===== src/sv/stereo_linear_resampler_top_defines.svh =====
// Assertion macros shared by the stereo resampler RTL.
`ifndef STEREO_LINEAR_RESAMPLER_TOP_DEFINES_SVH
`define STEREO_LINEAR_RESAMPLER_TOP_DEFINES_SVH

// Same-cycle implication, sampled on clk_i and switched off while rst_ni is low.
`define SRL_ASSERT_IMPL(label, ante, cons) \
  label: assert property (@(posedge clk_i) disable iff (!rst_ni) (ante) |-> (cons)) \
    else $error("srl: same-cycle check failed");

// Next-cycle implication, sampled on clk_i and switched off while rst_ni is low.
`define SRL_ASSERT_NEXT(label, ante, cons) \
  label: assert property (@(posedge clk_i) disable iff (!rst_ni) (ante) |=> (cons)) \
    else $error("srl: next-cycle check failed");

`endif


===== src/sv/srl_pkg.sv =====
// Types and constants shared by the stereo linear resampler modules.
`default_nettype none
package srl_pkg;

  localparam int unsigned SAMPLE_W      = 16;
  localparam int unsigned RATE_W        = 18;
  localparam int unsigned INT_BITS      = 8;
  localparam int unsigned STEP_HEAD     = 5;
  localparam int unsigned FRAC_BITS_DEF = 16;
  localparam int unsigned MAX_OUT       = 25;
  localparam int unsigned CNT_W         = 5;
  localparam int unsigned DATA_W        = 32;
  localparam int unsigned ADDR_W        = 3;
  localparam int unsigned TDATA_W       = 32;
  localparam int unsigned RATE_IN_RST   = 44100;
  localparam int unsigned RATE_OUT_RST  = 48000;

  // Register index, taken from paddr bit 2.
  localparam logic REG_INPUT_RATE  = 1'b0;
  localparam logic REG_OUTPUT_RATE = 1'b1;

  typedef enum logic [2:0] {
    S_IDLE,
    S_DIV,
    S_BYP,
    S_MUL_L,
    S_MUL_R,
    S_EMIT
  } state_e;

  typedef struct packed {
    logic busy;
    logic done;
  } div_stat_t;

  typedef struct packed {
    logic en;
    logic sel_right;
  } mul_ctrl_t;

endpackage
`default_nettype wire


===== src/sv/srl_div.sv =====
// Bit-serial restoring divider that turns the two rates into the saturated phase step.
`default_nettype none
module srl_div
  import srl_pkg::*;
#(
  parameter int unsigned FRAC_BITS = FRAC_BITS_DEF
) (
  input  wire logic                          clk_i,
  input  wire logic                          rst_ni,
  input  wire logic                          start_i,
  input  wire logic [RATE_W-1:0]             num_rate_i,
  input  wire logic [RATE_W-1:0]             den_rate_i,
  output div_stat_t                          stat_o,
  output logic      [FRAC_BITS+STEP_HEAD-1:0] step_o
);

  localparam int unsigned QW     = RATE_W + FRAC_BITS;
  localparam int unsigned STEP_W = FRAC_BITS + STEP_HEAD;
  localparam int unsigned CW     = $clog2(QW);

  logic              busy_q, done_q;
  logic [CW-1:0]     cnt_q;
  logic [RATE_W-1:0] rem_q;
  logic [RATE_W-1:0] den_q;
  logic [QW-1:0]     quo_q;
  logic [RATE_W:0]   trial;
  logic              fits;

  assign trial = {rem_q, quo_q[QW-1]};
  assign fits  = trial >= {1'b0, den_q};

  always_ff @(posedge clk_i or negedge rst_ni) begin
    if (!rst_ni) begin
      busy_q <= 1'b0;
      done_q <= 1'b0;
      cnt_q  <= '0;
    end else begin
      done_q <= 1'b0;
      if (start_i) begin
        busy_q <= 1'b1;
        cnt_q  <= CW'(QW - 1);
      end else if (busy_q) begin
        cnt_q <= cnt_q - 1'b1;
        if (cnt_q == '0) begin
          busy_q <= 1'b0;
          done_q <= 1'b1;
        end
      end
    end
  end

  always_ff @(posedge clk_i) begin
    if (start_i) begin
      rem_q <= '0;
      den_q <= den_rate_i;
      quo_q <= {num_rate_i, {FRAC_BITS{1'b0}}};
    end else if (busy_q) begin
      if (fits) begin
        rem_q <= RATE_W'(trial - {1'b0, den_q});
        quo_q <= {quo_q[QW-2:0], 1'b1};
      end else begin
        rem_q <= trial[RATE_W-1:0];
        quo_q <= {quo_q[QW-2:0], 1'b0};
      end
    end
  end

  // A zero divisor leaves every quotient bit set, so it saturates like an oversized step.
  assign step_o = (|quo_q[QW-1:STEP_W]) ? {STEP_W{1'b1}} : quo_q[STEP_W-1:0];
  assign stat_o = '{busy: busy_q, done: done_q};

endmodule
`default_nettype wire


===== src/sv/srl_interp.sv =====
// Shared multiplier and adder that interpolates the left and then the right channel.
`default_nettype none
module srl_interp
  import srl_pkg::*;
#(
  parameter int unsigned FRAC_BITS = FRAC_BITS_DEF
) (
  input  wire logic                       clk_i,
  input  wire logic                       rst_ni,
  input  wire mul_ctrl_t                  ctrl_i,
  input  wire logic signed [SAMPLE_W-1:0] prev_l_i,
  input  wire logic signed [SAMPLE_W-1:0] prev_r_i,
  input  wire logic signed [SAMPLE_W-1:0] cur_l_i,
  input  wire logic signed [SAMPLE_W-1:0] cur_r_i,
  input  wire logic        [FRAC_BITS-1:0] frac_i,
  output logic        [SAMPLE_W-1:0]      res_l_o,
  output logic        [SAMPLE_W-1:0]      res_r_o
);

  localparam int unsigned DW  = SAMPLE_W + 1;
  localparam int unsigned PRW = DW + FRAC_BITS + 1;
  localparam int unsigned SW  = SAMPLE_W + 2;

  logic signed [DW-1:0]        diff;
  logic signed [FRAC_BITS:0]   frac_s;
  logic signed [PRW-1:0]       prod_d, prod_q;
  logic signed [PRW-1:0]       prod_sh;
  logic signed [SAMPLE_W-1:0]  prev_sel;
  logic        [SW-1:0]        sum;
  logic                        sel_q;
  logic        [SAMPLE_W-1:0]  left_q;

  always_comb begin
    if (ctrl_i.sel_right) begin
      diff = DW'(cur_r_i) - DW'(prev_r_i);
    end else begin
      diff = DW'(cur_l_i) - DW'(prev_l_i);
    end
  end

  assign frac_s = {1'b0, frac_i};
  assign prod_d = PRW'(diff) * PRW'(frac_s);

  // The arithmetic shift of the registered product gives the floored quotient.
  assign prod_sh  = prod_q >>> FRAC_BITS;
  assign prev_sel = sel_q ? prev_r_i : prev_l_i;
  assign sum      = SW'(prev_sel) + prod_sh[SW-1:0];

  always_ff @(posedge clk_i or negedge rst_ni) begin
    if (!rst_ni) begin
      sel_q <= 1'b0;
    end else if (ctrl_i.en) begin
      sel_q <= ctrl_i.sel_right;
    end
  end

  always_ff @(posedge clk_i) begin
    if (ctrl_i.en) begin
      prod_q <= prod_d;
      if (ctrl_i.sel_right) begin
        left_q <= sum[SAMPLE_W-1:0];
      end
    end
  end

  assign res_l_o = left_q;
  assign res_r_o = sum[SAMPLE_W-1:0];

endmodule
`default_nettype wire


===== src/sv/stereo_linear_resampler_top.sv =====
// Stereo linear-interpolation resampler: sequencer, state, register port and output stage.
// Each accepted beat is one signed 16-bit stereo frame; each output beat is one frame, with
// tlast on the last frame that input frame produced. With equal rates a frame passes
// straight through. Otherwise an input frame produces no output or n frames (at most 25):
// a single multiplier serves both channels, so each output frame takes a left multiply
// step, a right multiply step and an emit step. One finished frame can wait in the output
// register while the block goes on. A write to a rate register starts, once the block is
// idle, a bit-serial division that computes the phase step; no input beat is accepted
// until it ends.
`default_nettype none
`include "stereo_linear_resampler_top_defines.svh"
module stereo_linear_resampler_top
  import srl_pkg::*;
#(
  parameter int unsigned FRAC_BITS = FRAC_BITS_DEF
) (
  input  wire logic               clk_i,
  input  wire logic               rst_ni,
  // APB register port
  input  wire logic               psel_i,
  input  wire logic               penable_i,
  input  wire logic               pwrite_i,
  input  wire logic [ADDR_W-1:0]  paddr_i,
  input  wire logic [DATA_W-1:0]  pwdata_i,
  output logic      [DATA_W-1:0]  prdata_o,
  output logic                    pready_o,
  // Input frames
  input  wire logic               s_axis_tvalid_i,
  output logic                    s_axis_tready_o,
  input  wire logic [TDATA_W-1:0] s_axis_tdata_i,   // [15:0] left_sample, [31:16] right_sample
  // Output frames
  output logic                    m_axis_tvalid_o,
  input  wire logic               m_axis_tready_i,
  output logic      [TDATA_W-1:0] m_axis_tdata_o,   // [15:0] out_left, [31:16] out_right
  output logic                    m_axis_tlast_o
);

  localparam int unsigned PW     = FRAC_BITS + INT_BITS;
  localparam int unsigned STEP_W = FRAC_BITS + STEP_HEAD;
  localparam longint unsigned STEP_FULL = (longint'(RATE_IN_RST) << FRAC_BITS)
                                          / longint'(RATE_OUT_RST);
  localparam longint unsigned STEP_CAP  = (longint'(1) << STEP_W) - 1;
  localparam logic [STEP_W-1:0] STEP_RST =
    STEP_W'((STEP_FULL > STEP_CAP) ? STEP_CAP : STEP_FULL);
  localparam logic [PW-1:0] ONE_UNIT = {{(INT_BITS-1){1'b0}}, 1'b1, {FRAC_BITS{1'b0}}};

  state_e state_q, state_d;

  logic [RATE_W-1:0]          input_rate_q, output_rate_q;
  logic                       cfg_upd_q;
  logic [STEP_W-1:0]          step_q;
  logic [PW-1:0]              phase_q;
  logic signed [SAMPLE_W-1:0] prev_l_q, prev_r_q, cur_l_q, cur_r_q;
  logic                       primed_q;
  logic [CNT_W-1:0]           cnt_q;

  logic                       out_valid_q;
  logic [SAMPLE_W-1:0]        out_l_q, out_r_q;
  logic                       out_last_q;

  logic                       cfg_wr, in_fire, bypass, int_zero, out_free;
  logic                       emit_fire, emit_last, byp_fire, div_start;
  logic [PW-1:0]              phase_sum;
  logic signed [SAMPLE_W-1:0] in_l, in_r;
  logic [SAMPLE_W-1:0]        res_l, res_r;
  logic [STEP_W-1:0]          div_step;
  div_stat_t                  div_stat;
  mul_ctrl_t                  mul_ctrl;

  assign cfg_wr    = psel_i && penable_i && pwrite_i && pready_o;
  assign in_fire   = s_axis_tvalid_i && s_axis_tready_o;
  assign bypass    = input_rate_q == output_rate_q;
  assign int_zero  = phase_q[PW-1:FRAC_BITS] == '0;
  assign out_free  = !out_valid_q || m_axis_tready_i;
  assign phase_sum = phase_q + PW'(step_q);
  assign emit_last = (cnt_q == CNT_W'(MAX_OUT - 1)) || (phase_sum[PW-1:FRAC_BITS] != '0);
  assign in_l      = s_axis_tdata_i[SAMPLE_W-1:0];
  assign in_r      = s_axis_tdata_i[2*SAMPLE_W-1:SAMPLE_W];

  // Register read-back.
  always_comb begin
    unique case (paddr_i[2])
      REG_INPUT_RATE:  prdata_o = DATA_W'(input_rate_q);
      REG_OUTPUT_RATE: prdata_o = DATA_W'(output_rate_q);
      default:         prdata_o = '0;
    endcase
  end
  assign pready_o = 1'b1;

  // Next state.
  always_comb begin
    state_d = state_q;
    unique case (state_q)
      S_IDLE: begin
        if (cfg_upd_q) begin
          state_d = S_DIV;
        end else if (in_fire) begin
          if (bypass) begin
            state_d = S_BYP;
          end else if (int_zero) begin
            state_d = S_MUL_L;
          end
        end
      end
      S_DIV: begin
        if (div_stat.done) begin
          state_d = S_IDLE;
        end
      end
      S_BYP: begin
        if (out_free) begin
          state_d = S_IDLE;
        end
      end
      S_MUL_L: state_d = S_MUL_R;
      S_MUL_R: state_d = S_EMIT;
      S_EMIT: begin
        if (out_free) begin
          state_d = emit_last ? S_IDLE : S_MUL_L;
        end
      end
      default: state_d = S_IDLE;
    endcase
  end

  // State outputs.
  always_comb begin
    s_axis_tready_o    = 1'b0;
    div_start          = 1'b0;
    mul_ctrl.en        = 1'b0;
    mul_ctrl.sel_right = 1'b0;
    emit_fire          = 1'b0;
    byp_fire           = 1'b0;
    unique case (state_q)
      S_IDLE: begin
        s_axis_tready_o = !cfg_upd_q;
        div_start       = cfg_upd_q;
      end
      S_DIV: ;
      S_BYP:   byp_fire = out_free;
      S_MUL_L: mul_ctrl.en = 1'b1;
      S_MUL_R: begin
        mul_ctrl.en        = 1'b1;
        mul_ctrl.sel_right = 1'b1;
      end
      S_EMIT:  emit_fire = out_free;
      default: ;
    endcase
  end

  always_ff @(posedge clk_i or negedge rst_ni) begin
    if (!rst_ni) begin
      state_q       <= S_IDLE;
      input_rate_q  <= RATE_W'(RATE_IN_RST);
      output_rate_q <= RATE_W'(RATE_OUT_RST);
      cfg_upd_q     <= 1'b0;
      step_q        <= STEP_RST;
      phase_q       <= '0;
      prev_l_q      <= '0;
      prev_r_q      <= '0;
      primed_q      <= 1'b0;
      cnt_q         <= '0;
      out_valid_q   <= 1'b0;
    end else begin
      state_q <= state_d;

      if (cfg_wr) begin
        if (paddr_i[2] == REG_INPUT_RATE) begin
          input_rate_q <= pwdata_i[RATE_W-1:0];
        end else begin
          output_rate_q <= pwdata_i[RATE_W-1:0];
        end
      end
      if (cfg_wr) begin
        cfg_upd_q <= 1'b1;
      end else if (div_start) begin
        cfg_upd_q <= 1'b0;
      end
      if (div_stat.done) begin
        step_q <= div_step;
      end

      if (in_fire && !bypass) begin
        cnt_q <= '0;
        // A frame that yields nothing still moves the phase on and becomes the previous one.
        if (!int_zero) begin
          phase_q  <= phase_q - ONE_UNIT;
          prev_l_q <= in_l;
          prev_r_q <= in_r;
        end else if (!primed_q) begin
          prev_l_q <= in_l;
          prev_r_q <= in_r;
        end
        primed_q <= 1'b1;
      end else if (emit_fire) begin
        cnt_q   <= cnt_q + 1'b1;
        phase_q <= (phase_sum[PW-1:FRAC_BITS] != '0) ? phase_sum - ONE_UNIT : phase_sum;
        if (emit_last) begin
          prev_l_q <= cur_l_q;
          prev_r_q <= cur_r_q;
        end
      end

      if (emit_fire || byp_fire) begin
        out_valid_q <= 1'b1;
      end else if (m_axis_tready_i) begin
        out_valid_q <= 1'b0;
      end
    end
  end

  always_ff @(posedge clk_i) begin
    if (in_fire) begin
      cur_l_q <= in_l;
      cur_r_q <= in_r;
    end
    if (byp_fire) begin
      out_l_q    <= cur_l_q;
      out_r_q    <= cur_r_q;
      out_last_q <= 1'b1;
    end else if (emit_fire) begin
      out_l_q    <= res_l;
      out_r_q    <= res_r;
      out_last_q <= emit_last;
    end
  end

  assign m_axis_tvalid_o = out_valid_q;
  assign m_axis_tdata_o  = {out_r_q, out_l_q};
  assign m_axis_tlast_o  = out_last_q;

  srl_div #(
    .FRAC_BITS(FRAC_BITS)
  ) u_div (
    .clk_i      (clk_i),
    .rst_ni     (rst_ni),
    .start_i    (div_start),
    .num_rate_i (input_rate_q),
    .den_rate_i (output_rate_q),
    .stat_o     (div_stat),
    .step_o     (div_step)
  );

  srl_interp #(
    .FRAC_BITS(FRAC_BITS)
  ) u_interp (
    .clk_i    (clk_i),
    .rst_ni   (rst_ni),
    .ctrl_i   (mul_ctrl),
    .prev_l_i (prev_l_q),
    .prev_r_i (prev_r_q),
    .cur_l_i  (cur_l_q),
    .cur_r_i  (cur_r_q),
    .frac_i   (phase_q[FRAC_BITS-1:0]),
    .res_l_o  (res_l),
    .res_r_o  (res_r)
  );

  `SRL_ASSERT_IMPL(a_emit_below_cap, state_q == S_EMIT, cnt_q < CNT_W'(MAX_OUT))
  `SRL_ASSERT_IMPL(a_no_accept_in_div, in_fire, !div_stat.busy)
  `SRL_ASSERT_NEXT(a_last_ends_item, emit_fire && emit_last, state_q == S_IDLE && m_axis_tlast_o)

endmodule
`default_nettype wire

===== config.mk =====
export PLATFORM = sky130hd
export DESIGN_NAME = stereo_linear_resampler_top
export DESIGN_NICKNAME = d
export VERILOG_FILES = /design/src/sv/srl_pkg.sv /design/src/sv/srl_div.sv /design/src/sv/srl_interp.sv /design/src/sv/stereo_linear_resampler_top.sv
export VERILOG_INCLUDE_DIRS = /design/src /design/src/sv
export SDC_FILE = /design/constraint.sdc
export NUM_CORES = 1
export LEC_CHECK = 0
export BUFFER_PORTS_ARGS = -buffer_cell sky130_fd_sc_hd__buf_4
export CAP_MARGIN = 40
export CELL_PAD_IN_SITES_DETAIL_PLACEMENT = 1
export CELL_PAD_IN_SITES_GLOBAL_PLACEMENT = 1
export CORE_ASPECT_RATIO = 0.9
export CORE_MARGIN = 5
export CORE_UTILIZATION = 25
export DETAILED_ROUTE_END_ITERATION = 6
export MAX_ROUTING_LAYER = met4
export PLACE_DENSITY = 0.55
export SETUP_SLACK_MARGIN = 0.4
export SLEW_MARGIN = 20
export SYNTH_ARGS = -nofsm -noshare
export SYNTH_HDL_FRONTEND = slang
export SYNTH_SLANG_ARGS = --single-unit

===== constraint.sdc =====
create_clock -name clk_i -period 9.1 [get_ports clk_i]
set_input_delay 0.91 -clock clk_i [delete_from_list [all_inputs] [get_ports clk_i]]
set_output_delay 0.91 -clock clk_i [all_outputs]
set_load 0.01 [all_outputs]

# ---- Word level (Yosys, flattened, before mapping)
# Index checks and enable logic that the tools add are counted.
dict set report word_totals {
  inputBits 74
  output_inout_bits 68
  register_bits 316
}
dict set report op_classes {
  bitwise_logic 1
  n_mul 1
  n_eq_ne 14
  magnitude_cmp 1
  n_reduce_logical 28
  muxes 55
  n_addsub 9
}
# op count
set op_table {}
lappend op_table {{16-bit 2-to-1 mux} 15}
lappend op_table {{24-bit 2-to-1 mux} 4}
lappend op_table {{34-bit 2-to-1 mux} 2}
lappend op_table {{32-bit one-hot mux with 2 select lines} 1}
lappend op_table {{24-bit by 17-bit subtractor with 24-bit output (second input constant)} 2}
lappend op_table {{16-bit by 16-bit subtractor with 17-bit output} 2}
lappend op_table {{17-bit by 17-bit multiplier with 32-bit output} 1}
lappend op_table {{24-bit by 21-bit adder with 24-bit output} 1}
lappend op_table {{21-bit 2-to-1 mux} 1}
lappend op_table {{3-bit 2-to-1 mux} 7}
lappend op_table {{19-bit by 18-bit greater-or-equal comparator with 1-bit output} 1}
lappend op_table {{18-bit equality test} 1}
lappend op_table {{18-bit 2-to-1 mux} 1}
lappend op_table {{3-bit one-hot mux with 6 select lines} 1}
lappend op_table {{18-bit subtractor} 1}
lappend op_table {{1-bit 2-to-1 mux} 17}
lappend op_table {{17-bit 2-to-1 mux} 1}
lappend op_table {{16-bit adder} 1}
lappend op_table {{13-bit OR reduction} 1}
lappend op_table {{6-bit 2-to-1 mux} 2}
lappend op_table {{2-bit nonzero test} 6}
lappend op_table {{5-bit 2-to-1 mux} 2}
lappend op_table {{8-bit logical NOT} 1}
lappend op_table {{2-bit AND reduction} 4}
lappend op_table {{21 further kinds} 33}

# ---- Depth between registers and ports, before layout
dict set report depth {
  ltp_word 6
  ltp_mapped 38
  mapped_depth_nobuf 38
}

# ---- Cells and area by module
# Synthesis repeated with hierarchy kept, for this count alone.
dict set report hier_totals {
  cells_unflattened 2676
  hier_area_um2 27358.7
}
# mod n_inst area_each_um2 cells_each seq_area_each_um2
set modules_own_cells {}
lappend modules_own_cells {srl_interp 1 13305.3 1481 985.9}
lappend modules_own_cells {stereo_linear_resampler_top 1 9863.2 782 5073.6}
lappend modules_own_cells {srl_div 1 4190.3 413 1961.9}

# ---- Worst setup path after synthesis
# OpenSTA, ideal clock, no wires.
dict set report synth_timing {
  kind {reg2reg}
  start {register prev_r_q[0]}
  end {register u_interp.prod_q[31], data pin}
  stages_incl_launch_ff 34
  path_slack_ns 0.700
  setup_ns 0.258
  path_buffers 1
  period_less_slack_ns 8.400
  arrival_ns 8.143
  path_cell_list {dfrtp_1 > ha_1 > fa_1 > nand2b_1 > a21boi_0 > o21ai_0 > a211oi_1 > nor4_1 > o21ai_0 > a41oi_1 > a31oi_1 > nor2_1 > clkbuf_1 > nand2_1 > fa_1 > fa_1 > inv_1 > fa_1 > fa_1 > fa_1 > inv_1 > fa_1 > inv_1 > ha_1 > a21oi_1 > o21ai_0 > a21oi_1 > o21ai_0 > and3_1 > a211o_1 > o41ai_1 > o21bai_1 > xnor2_1 > xnor2_1}
}
dict set report synth_between {
  elab_chain_cells 3
}
# item line
set synth_lines {}
lappend synth_lines {{start, declared} stereo_linear_resampler_top.sv:53} ;# logic signed [SAMPLE_W-1:0] prev_l_q, prev_r_q, cur_l_q, cur_r_q;
lappend synth_lines {{start signal, assigned} stereo_linear_resampler_top.sv:189} ;# prev_r_q <= in_r;
lappend synth_lines {{start signal, assigned} stereo_linear_resampler_top.sv:192} ;# prev_r_q <= in_r;
lappend synth_lines {{start signal, assigned} stereo_linear_resampler_top.sv:200} ;# prev_r_q <= cur_r_q;
lappend synth_lines {{16-bit by 16-bit subtractor with 17-bit output} srl_interp.sv:35} ;# diff = DW'(cur_r_i) - DW'(prev_r_i);
lappend synth_lines {{17-bit 2-to-1 mux} srl_interp.sv:34} ;# if (ctrl_i.sel_right) begin
lappend synth_lines {{17-bit by 17-bit multiplier with 32-bit output} srl_interp.sv:42} ;# assign prod_d = PRW'(diff) * PRW'(frac_s);
lappend synth_lines {{net u_interp.prod_d[31]} srl_interp.sv:26} ;# logic signed [PRW-1:0] prod_d, prod_q;
lappend synth_lines {{end signal, assigned} srl_interp.sv:59} ;# prod_q <= prod_d;
lappend synth_lines {{end, declared} srl_interp.sv:26}
# The timed path passes the listed nets, and every way through them passes these cells.
# A chain may end at the register's enable or synchronous reset.

# ---- Final worst setup path
dict set report layout_timing {
  start {register cur_l_q[0]}
  end {register u_interp.prod_q[31], data pin}
}
dict set report layout_between {
  elab_chain_cells 3
}
# item line
set layout_lines {}
lappend layout_lines {{start, declared} stereo_linear_resampler_top.sv:53}
lappend layout_lines {{start signal, assigned} stereo_linear_resampler_top.sv:214} ;# cur_l_q <= in_l;
lappend layout_lines {{16-bit by 16-bit subtractor with 17-bit output} srl_interp.sv:37} ;# diff = DW'(cur_l_i) - DW'(prev_l_i);
lappend layout_lines {{17-bit 2-to-1 mux} srl_interp.sv:34}
lappend layout_lines {{17-bit by 17-bit multiplier with 32-bit output} srl_interp.sv:42}
lappend layout_lines {{net u_interp.prod_d[31]} srl_interp.sv:26}
# The timed path passes the listed nets, and every way through them passes these cells.

==> results.md <==
* WP data arrival at 8.81 ns
* Antenna viol nets, final at 0
* Sink Count at 300
* Io pins at 142
* GR met3 Demand/Resource at 1.419%
* Avg Synthesized Cell Area at 9.928 µm²
* Largest net degree at the start of global routing at 64
* Required time worst endpoint at 9.41 ns
* Die area at 0.1133 mm²
* Post-Syn Instances at 2687
* Synthesis Warnings at 0
* Post-synth ARST share at 44.33%
* Count of state elements after synthesis at 300
* Clock Pin Slew Worst Setup and Hold Paths at 0.06 ns
* Gr busiest metal: met2
* EDFF count, synth at 132
* Mux cell area share after synthesis at 5.943%
* Global-route wire length before repair at 120100 µm
* Max-cap violations at 0
* Initial antenna violation count at 2
* Setup Crit Path Kind: reg2reg
* Fmax at 0.1176 GHz
* Worst-Skew Late Latency at 0.59 ns
* CP Launch Type: flop
* Place WS at -0.1980 ns
* Core Region at 0.1058 mm²
* Detailed Routing Iterations Pass 1 at 5
* Number of global-route vias before repair at 21024
* Synthesized-area fraction occupied by adder cells at 28.26%
* Vias at 19087
* Final wirelength at 74100 µm
* Inst Count DP at 4181
* Setup ws final at 0.5939 ns
* CTS H-Tree Depth at 2
* Min cycle time layout at 8.506 ns
* Final setup violation count at 0
* Post-Synth XOR/XNOR Area at 4.268%
* Clk root buf: clkbuf_16
* GP Congestion at 0.7733
* Initial DRC count at 874
* Final core utilization at 30.17%
* Slowest-stage cell, CP: fa_1
* Cell variety after synth at 81
* Non-Filler Instances at 4287
* Hold_buf cts at 0
* Fraction of layout cells with a size suffix above 1 at 21.20%
* TritonCTS buffer count at 39
* Drc violations at 0
* Post-DP HPWL at 56270 µm
* CP Capture Type: flop
* Synth Area in Simple Gates at 13.48%
* Period utilization at 93.47%
* Compound-gate portion of the synthesized area at 9.991%
* Commonest non-fill, non-tap cells in the layout: inv_1, nand2_1, fa_1
* Clk buf depth at 3
* Area of the mapped netlist at 0.02668 mm²
* Synth Flop Type: edfxtp_1
* Grt met2 use at 21.38%
* Final hold viol count at 0
* Status: finished, final reports clean
* Initial Util at 25.22%
* Final TNS setup at 0 ns
* Worst clock skew at 0.03629 ns
* Routed WL per cell at 17.28 µm
* Largest family of logic cells by synthesized area: adder cells
* Min-delay worst type: in2async
* Crit-path max cell delay at 0.55 ns
* GR Util All Layers at 13.56%
* Commonest non-fill, non-tap cell in the layout: inv_1
* Port Buffers at 110
* Worst-Margin Slew at 0.8430 ns
* Total gr overflow at 0
* Unrepaired setup endpoints after global routing: yes
* Slew margin rel. at 43.80%
* Die Ht at 319.9 µm
* Slew Viols, Final at 0
* Most common cell on crit path: fa_1
* Area delta synth->final at 19.60%
* M1 GR Usage at 19.12%
* Register area share after synthesis at 30.07%
* Core Rows at 113
* CTS tree: built
* DR vias/cell at 4.452
* Die W at 354.3 µm
* CP max FO at 5
* Final Net Count at 3391
metal layers:
metal	up-vias	share of wire [%]
li1	9167	-
met1	9700	51
met2	161	45
met3	59	2.3
met4	0	1.5
met5	-	0
critical path: cells and delay by family (launching register included):
family	cells	cell delay, ns
AOI/OAI and AO/OA	11	1.87
xor gates and xnor gates	2	0.25
adders and majority gates	9	3.62
buffers and inverters	8	0.80
DFF	1	0.38
and+or+nand+nor	6	1.29
repair_timing:
item | 4_1_cts | 5_1_grt
resized for setup | 80 | 55
setup endpoints to repair | 10 | 8
pin swaps | 67 | 43
gates cloned | 0 | 0
setup buffers | 19 | 7
cell type report:
cell class                 count  area, µm²
antenna                        2      5.005
clock buffer                  46       1044
clock inverter                26      297.8
fill                       12014      73850
inverter                     419       1573
multi-input combinational   1863      17130
sequential                   300       8024
tap                         1380       1727
timing repair buffer         251       2106
state kept, by name, summed over array words and instances, names as in the netlist, 3 cells and up:
signal,count
cnt_q,5
cur_l_q,16
cur_r_q,16
input_rate_q,18
out_l_q,16
out_r_q,16
output_rate_q,18
phase_q,24
prev_l_q,16
prev_r_q,16
state_q,3
step_q,21
u_div.cnt_q,6
u_div.den_q,18
u_div.quo_q,34
u_div.rem_q,18
u_interp.prod_q,16
u_interp.res_l_o,16
kinds of logic (layout without fill, tap and decap cells):
| kind of cell | Yosys count | in the layout |
|---|---|---|
| and+or+nand+nor | 732 | 732 |
| other | 2 | 17 |
| DFF | 300 | 300 |
| adders and majority gates | 443 | 443 |
| muxes | 148 | 148 |
| AOI/OAI and AO/OA | 395 | 395 |
| xor gates and xnor gates | 130 | 130 |
| buffers and inverters | 537 | 742 |
final timing paths:
check,start,endpoint,slack [ns],depth (start not counted)
setup / recovery,cur_l_q[0],u_interp.prod_q[31],0.59,36
hold / removal,rst_ni,output_rate_q[17],0.35,1
setup reg to reg,cur_l_q[0],u_interp.prod_q[31],0.59,36
hold reg to reg,m_axis_tlast_o,m_axis_tlast_o,0.47,1
max in group asynchronous,rst_ni,prev_r_q[1],7.71,2
min in group clk_i,m_axis_tlast_o,m_axis_tlast_o,0.47,1
per-stage QoR:
stage,hold slack [ns],instance area (µm²)
global placement,0.4510,29550
global route,0.3767,31900
floorplan,0.4394,26720
CTS,0.3395,31530
detailed placement,0.4572,29740
finish,0.3473,31900
Yosys cell counts, types with 20 or more instances:
| cell | n | area share (%) |
|---|---|---|
| a21o_1 | 29 | 0.82 |
| nand3_1 | 41 | 0.77 |
| fa_1 | 266 | 20 |
| nor2_1 | 110 | 1.5 |
| dfrtp_1 | 110 | 10 |
| mux2_2 | 83 | 3.5 |
| o21a_1 | 20 | 0.56 |
| and2_1 | 138 | 3.2 |
| dfxtp_1 | 35 | 2.6 |
| nand2_1 | 275 | 3.9 |
| ha_1 | 177 | 8.3 |
| a21oi_1 | 108 | 2.0 |
| o22a_1 | 22 | 0.72 |
| dfstp_2 | 23 | 2.3 |
| inv_1 | 418 | 5.9 |
| nor2_2 | 28 | 0.66 |
| xor2_1 | 43 | 1.4 |
| a21oi_2 | 32 | 1.1 |
| mux2i_1 | 65 | 2.4 |
| o21ai_0 | 87 | 1.6 |
| nor3_1 | 26 | 0.49 |
| clkbuf_1 | 89 | 1.3 |
| edfxtp_1 | 132 | 15 |
| xnor2_1 | 87 | 2.9 |
Power is left out: the tool's default activity adds up to more than one toggle a clock period on the data nets, which glitch-free logic cannot reach.
